**src/rtl/sacc_pkg.sv**
```systemverilog
// Shared types and constants for the set-associative cache tag controller.
package sacc_pkg;

  localparam int DEF_SETS        = 256;
  localparam int DEF_WAYS        = 4;
  localparam int DEF_BLOCK_BYTES = 16;

  localparam int ADDR_W  = 32;
  localparam int COST_W  = 17;
  localparam int COUNT_W = 32;
  localparam int TOTAL_W = 48;
  localparam int CFG_IDX_W = 2;

  // Modelled cost of a memory write, per word.
  localparam int MEM_COST = 100;
  localparam int WORD_BYTES = 4;

  typedef enum logic [CFG_IDX_W-1:0] {
    CFG_WRITE_ALLOCATE = 2'd0,
    CFG_WRITE_BACK     = 2'd1,
    CFG_REPLACE_LRU    = 2'd2
  } cfg_index_t;

  typedef enum logic [1:0] {
    ST_CLEAR,
    ST_IDLE,
    ST_LOOKUP
  } state_t;

  typedef struct packed {
    logic clear;
    logic capture;
    logic commit;
  } ctrl_cmd_t;

  typedef struct packed {
    logic clear_last;
  } dp_status_t;

endpackage

```
**src/rtl/sacc_ctrl.sv**
```systemverilog
// Controller state machine: tag store clearing pass, accept and commit sequencing.
module sacc_ctrl (
  input  logic                 clk,
  input  logic                 rst,
  input  logic                 start,
  input  sacc_pkg::dp_status_t status,
  output sacc_pkg::ctrl_cmd_t  cmd,
  output logic                 busy
);
  import sacc_pkg::*;

  state_t state, state_next;

  always_ff @(posedge clk) begin
    if (rst) begin
      state <= ST_CLEAR;
    end else begin
      state <= state_next;
    end
  end

  always_comb begin
    state_next = state;
    unique case (state)
      ST_CLEAR: begin
        if (status.clear_last) state_next = ST_IDLE;
      end
      ST_IDLE: begin
        if (start) state_next = ST_LOOKUP;
      end
      ST_LOOKUP: begin
        state_next = ST_IDLE;
      end
      default: begin
        state_next = ST_CLEAR;
      end
    endcase
  end

  always_comb begin
    busy        = (state != ST_IDLE);
    cmd.clear   = (state == ST_CLEAR);
    cmd.capture = (state == ST_IDLE) && start;
    cmd.commit  = (state == ST_LOOKUP);
  end

endmodule

```
**config.mk**
```make
export PLATFORM = sky130hd
export DESIGN_NAME = sacc_ctrl
export DESIGN_NICKNAME = d
export VERILOG_FILES = /design/src/rtl/sacc_pkg.sv /design/src/rtl/sacc_ctrl.sv
export SDC_FILE = /design/constraint.sdc
export NUM_CORES = 1
export LEC_CHECK = 0
export BUFFER_PORTS_ARGS = -buffer_cell sky130_fd_sc_hd__buf_2
export CAP_MARGIN = 30
export CORE_AREA = 5 5 42 44
export CTS_CLUSTER_DIAMETER = 100
export DETAILED_ROUTE_END_ITERATION = 16
export DIE_AREA = 0 0 47 49
export GPL_ROUTABILITY_DRIVEN = 0
export SLEW_MARGIN = 20
export SYNTH_ARGS = -nofsm -noshare
export SYNTH_HDL_FRONTEND = slang
export SYNTH_SLANG_ARGS = --single-unit
```
**constraint.sdc**
```tcl
create_clock -name clk -period 0.85 [get_ports clk]
set_input_delay 0.0425 -clock clk [delete_from_list [all_inputs] [get_ports clk]]
set_output_delay 0.0425 -clock clk [all_outputs]
set_load 0.02 [all_outputs]
```
==> flow_metrics.tcl, run 1 <==
set metrics [dict create \
    outcome "complete, but fails checks" \
    violations "negative setup slack" \
    synthSimpleGateAreaFrac 0.4643 \
    ys_ff_latch 2 \
    grt_pass1_wl_um 469 \
    antennaDiodeCount 0 \
    synth_adder_area_share 0 \
    synthMuxAreaShare 0 \
    ant_nets 0 \
    setup_viol_count_final 4 \
    grt_start_max_net_pins 6 \
    top_register "state" \
    fin_crit_sh 1.129 \
    cts_buffer_depth 2 \
    cts_buffers 3 \
    synth-compound-area-share 0.1548 \
    setup_slack_ns -0.1095 \
    yosys-top-cells-area "dfxtp_1 38%, o32ai_2 15%, nor2b_4 13%" \
    cts-root-buf "clkbuf_4" \
    tightest_slew_ns 0.1808 \
    vias 114 \
    finalNonFillerCells 37 \
    dp_cells 33 \
    wirelength_um 283 \
    core.rowCount 14 \
    cp.required_ns 0.81 \
    drive_above_1_share 0.8095 \
    drv_cap 0 \
    port_buffers 7 \
    synth_top_family_by_area "simple AND/OR/NAND/NOR gates" \
    cts_tree "done" \
    largest_reg_flops 2 \
    dieWidth_um 47 \
    antenna_found_initial 0 \
    crit_buf_inv 1 \
    relSlewSlack 0.8795 \
    htreeDepth 1 \
    avgSynthCellArea_um2 10.51 \
    drcViolationCount 0 \
    finalMaxSlewViolations 0 \
    crit_path_top_delay_cell "dfxtp_2" \
    path_max_fanout 5 \
    synth-xor-area-share 0 \
    vdd_drop_max_v 0.0009098 \
    post-route-min-period_ns 0.9595 \
    power_density_mw_per_mm2 1893 \
    clkSinkCount 2 \
    dr.pass1.iters 1 \
    synthesis.area_um2 105.1 \
    ys_seq_area_frac 0.3810 \
    max_freq_ghz 1.042 \
    critPathCaptureType "output port" \
    design_area_um2 214.0 \
    yosysWarnings 0 \
    hold_viol_final 0 \
    cp_cell_sequence "and3b_2 -> buf_6" \
    hp-class "in2reg" \
    first_global_vias 115 \
    postPlaceCellArea_um2 163.9 \
    die_h_um 49 \
    path_class "reg2out" \
    path_clk_slew_ns 0.03 \
    reg_top3 "state (2)" \
    n_fill_cell 165 \
    synthCells 10 \
    grt_usage 0.03094 \
    yosys.area.top_type "dfxtp_1" \
    cp.arrival_ns 0.92 \
    rsz0062_at_grt "true" \
    syn_to_final_growth_pct 103.6 \
    max_stage_delay_ns 0.34 \
    wl_per_cell_um 7.649 \
    fin_nets 27 \
    cp_top_family "flip-flops" \
    final_core_util 0.1527 \
    core_area_mm2 0.001401 \
    syn_nets 14 \
    drt_iter0_drc 0 \
    synth_top_area_share 0.3810 \
    ys_types 8 \
    ios 8 \
    die_area_mm2 0.002303 \
    grt.overflow.total 0 \
    worst_setup_path_start_kind "flip-flop" \
    p_leak_nw 0.09388 \
    start_util 0.07500 \
    finalClockSkew_ns 0.002719 \
    layout_common_cells "3 x clkbuf_4, 3 x buf_2, 3 x buf_4" \
    clk_latency_ns 0.22 \
    avgViaCountPerCell 3.081 \
]
-- worst paths after layout --
| kind | start | end | slack [ns] | depth (start not counted) |
|---|---|---|---|---|
| setup / recovery | state[1] | cmd[1] | -0.11 | 2 |
| hold / removal | start | state[0] | 0.04 | 2 |
| setup reg to reg | state[1] | state[1] | -0.07 | 3 |
| hold reg to reg | state[0] | state[0] | 0.53 | 2 |
-- worst reg2reg max path, cell delays in order, from the launching register on --
cell and delay [ns]:
dfxtp_2 0.34, and3b_2 0.23, buf_4 0.13, nor2b_4 0.11
-- per-layer routing --
metal | part of all wire | track usage | wire [um]
met1 | 0.38 | 0.03063 | 108
met5 | 0 | 0 | 0
met2 | 0.52 | 0.04072 | 146
met3 | 0.095 | 0.02214 | 27
met4 | 0 | 0.02765 | 0
-- metrics by stage --
| step | hold slack [ns] | total power [mW] | TNS [ns] | setup WS [ns] |
|---|---|---|---|---|
| 2_1_floorplan | 0.1068 | 0.1550 | 0 | 0.01453 |
| 3_3_place_gp | 0.2629 | 0.1829 | 0 | 0.03666 |
| 3_5_place_dp | 0.2699 | 0.1835 | 0 | 0.01831 |
| 4_1_cts | 0.03202 | 0.4136 | -0.2933 | -0.1138 |
| 5_1_grt | 0.03018 | 0.4336 | -0.4420 | -0.1512 |
| 6_report | 0.03672 | 0.4051 | -0.2585 | -0.1095 |
-- Yosys cell counts, drive strengths merged --
library cell  number
o32ai              1
and3b              1
dfxtp              2
or2                1
nor2               2
nand2b             1
nor2b              2
-- report_power, final --
group / switching (mW) / total [mW] / internal, mW / leakage (nW)
registers: 0.00765 / 0.110 / 0.103 / 0.0172
clock network: 0.0480 / 0.203 / 0.155 / 0.0138
logic: 0.0431 / 0.0914 / 0.0483 / 0.0629
-- cells by family (layout without fill, tap and decap cells) --
kind of cell           Yosys count  after routing
and+or+nand+nor                  7              7
buffers and inverters            0             11
DFF                              2              2
AOI/OAI and AO/OA                1              1
-- cell type report --
type / instances / area (um^2) / share of cell area
multi-input cells: 8 / 68.82 / 0.3216
repair buffers: 8 / 60.06 / 0.2807
flip-flops and latches: 2 / 42.54 / 0.1988
clock buffers: 3 / 22.52 / 0.1053
well taps: 16 / 20.02 / 0.09357
-- timing repair --
action	CTS	global route
gates cloned	0	0
endpoints found under the hold margin	0	0
hold buffers	0	0
buffers inserted	1	0
endpoints found under the setup margin	4	5
pin swaps	1	0
gates resized for setup	8	0
Power figures use the tool's default switching activity.
==> run 2, diff against run 1 <==
- ABC_AREA: default -> 1
==> run 2 against run 1 <==
The run still ends with negative setup slack left; core utilization increased by 1.2 points; area after synthesis shrank 1.2%; clock skew about the same.
==> flow_metrics.tcl, run 2 <==
set metrics [dict create \
    yosys-top-cells-area "dfxtp_1 39%, inv_1 14%, nor2_2 12%" \
    crit_buf_inv 2 \
    grt.overflow.total 0 \
    die_h_um 49 \
    synthMuxAreaShare 0 \
    dr.pass1.iters 2 \
    antennaDiodeCount 0 \
    synth_top_area_share 0.3855 \
    finalMaxSlewViolations 0 \
    cp_top_family "flip-flops" \
    wl_per_cell_um 6.571 \
    yosys.area.top_type "dfxtp_1" \
    clkSinkCount 2 \
    largest_reg_flops 2 \
    vdd_drop_max_v 0.0002419 \
    ios 8 \
    syn_to_final_growth_pct 121.7 \
    cts_tree "done" \
    clkPwrFrac 0.501 \
    outcome "complete, but fails checks" \
    timing.hold.ws_ns 0.1010 \
    synth-compound-area-share 0.07229 \
    seqPwrFrac 0.267 \
    vias 128 \
    finalClockSkew_ns 0.003120 \
    ant_nets 0 \
    critPathCaptureType "output port" \
    max_freq_ghz 1.088 \
    synthArstFlopShare 0 \
    p_switching_mw 0.1109 \
    synth_most_common_cell "inv_1" \
    core_area_mm2 0.001401 \
    path_class "reg2out" \
    drv_cap 0 \
    drt_iter0_drc 1 \
    setup_slack_ns -0.06905 \
    crit_path_top_delay_cell "dfxtp_2" \
    min_path_cells 3 \
    layout_common_cells "3 x inv_1, 3 x clkbuf_4, 3 x buf_2, 3 x buf_6" \
    power_density_mw_per_mm2 1810 \
    synthesis.area_um2 103.9 \
    cts_buffer_depth 2 \
    synthSimpleGateAreaFrac 0.3976 \
    cts_buffers 3 \
    worst_setup_path_start_kind "flip-flop" \
    antenna_found_initial 0 \
    cp_cell_sequence "inv_2 -> nand2_4 -> nor2_4 -> buf_6" \
    tightest_slew_ns 0.1253 \
    start_util 0.07411 \
    dp_hpwl_um 203.3 \
    r2r_end "state[0]" \
    violations "negative setup slack" \
    path_max_fanout 3 \
    syn_nets 19 \
    p_leak_nw 0.1104 \
    setup_viol_count_final 4 \
    hold_start "start" \
    reg_top3 "state (2)" \
    hold_viol_final 0 \
    path_clk_slew_ns 0.03 \
    port_buffers 7 \
    p_int_mw 0.3058 \
    drcViolationCount 0 \
    die_area_mm2 0.002303 \
    fin_crit_sh 1.081 \
    dp_cells 38 \
    wirelength_um 276 \
    first_global_vias 142 \
    synthTopCellsByCount "4 x inv_1, 3 x nand2_1, 2 x dfxtp_1, 2 x nor2_1, 2 x nor2_2" \
    post-place-ws_ns 0.07450 \
    design_area_um2 230.2 \
    ys_types 7 \
    htreeDepth 1 \
    finalNonFillerCells 42 \
    ys_seq_area_frac 0.3855 \
    ys_ff_latch 2 \
    cp.required_ns 0.81 \
    max_stage_delay_ns 0.32 \
    fin_nets 32 \
    clk_latency_ns 0.22 \
    fin_tns_setup_ns -0.1331 \
    dominantRegCellSynth "dfxtp_1" \
    hp-class "in2reg" \
    avgViaCountPerCell 3.048 \
    synth_top_family_by_area "simple AND/OR/NAND/NOR gates" \
    cp.arrival_ns 0.88 \
    rsz0062_at_grt "true" \
    reg2reg_slack_ns 0.11 \
    grt_pass1_wl_um 434 \
    worst_r2r_path_depth 4 \
    core.rowCount 14 \
    yosysWarnings 0 \
    postPlaceCellArea_um2 161.4 \
    synth_edf_count 0 \
    cts-root-buf "clkbuf_4" \
    relSlewSlack 0.9164 \
    reg2reg_from "state[0]" \
    combPwrFrac 0.232 \
    avgSynthCellArea_um2 6.923 \
    p_sw_frac 0.2662 \
    grt_usage 0.02954 \
    drive_above_1_share 0.6923 \
    post-route-min-period_ns 0.9191 \
    dieWidth_um 47 \
    synth-xor-area-share 0 \
    synthCells 15 \
    top_register "state" \
    hold-path-endpoint "state[0]" \
    grt_start_max_net_pins 5 \
    synth_adder_area_share 0 \
]
[run 2: changes by cell type after synthesis]
cell,previous run,this run
o32ai_2,1,0
nor3_2,0,1
or2_1,1,0
and3b_1,1,0
nor2b_1,1,0
nand2_1,0,3
o21a_1,0,1
inv_1,0,4
nand2b_1,1,0
nor2_2,0,2
nor2b_4,1,0
[run 2: how the worst max path moves through the flow]
stage / from / end / slack [ns] / cells after the start
after floorplan: state[0] / cmd[1] / 0.0005 / 2
after global placement: state[0] / cmd[1] / 0.08 / 3
after detailed placement: state[0] / cmd[1] / 0.07 / 3
after CTS: state[1] / cmd[1] / -0.08 / 4
after global routing: state[1] / cmd[1] / -0.12 / 4
final: state[1] / cmd[1] / -0.07 / 4
[run 2: worst min-delay path, delay by kind of cell]
family                 cells  cell delay, ns
AO/OA/AOI/OAI              1            0.11
buffers and inverters      1            0.09
AND/OR/NAND/NOR            1            0.04
[run 2: layout make-up]
| class | instances | area (um^2) |
|---|---|---|
| Timing Repair Buffer | 8 | 66.31 |
| Tap cell | 16 | 20.02 |
| Multi-Input combinational cell | 9 | 63.81 |
| Fill cell | 166 | 1171 |
| Sequential cell | 2 | 42.54 |
| Clock buffer | 3 | 22.52 |
| Inverter | 4 | 15.01 |
[run 2: power groups by stage]
stage | registers (mW) | clock network, mW | logic, mW
floorplan | 0.107 | 0 | 0.0450
global placement | 0.108 | 0 | 0.0691
detailed placement | 0.108 | 0 | 0.0692
CTS | 0.111 | 0.225 | 0.0943
global route | 0.113 | 0.234 | 0.104
finish | 0.111 | 0.209 | 0.0968
[run 2: metal layers]
layer  up-vias  track usage  part of all wire
met5         -            0                 0
met4         0      0.05530                 0
met3         0      0.01107              0.12
met2         5      0.03846              0.57
met1        58      0.02188              0.31
li1         65            -                 -
[run 2: stage by stage]
stage	util	total power, mW
after floorplan	-	0.1523
after global placement	0.1152	0.1774
after detailed placement	0.1152	0.1773
after CTS	0.1616	0.4303
after global routing	0.1643	0.4504
final	0.1643	0.4168
[run 2: timing repair]
action / 4_1_cts / 5_1_grt
cloned: 0 / 0
pin swaps: 1 / 0
endpoints found under the setup margin: 4 / 4
hold buffers: 1 / 0
resized for setup: 12 / 1
hold endpoints to repair: 1 / 0
buffers inserted: 0 / 0
[run 2: cell families after synthesis]
| kind of cell | Yosys count |
|---|---|
| flip-flops | 2 |
| AO/OA/AOI/OAI | 1 |
| AND/OR/NAND/NOR | 8 |
| buffers and inverters | 4 |
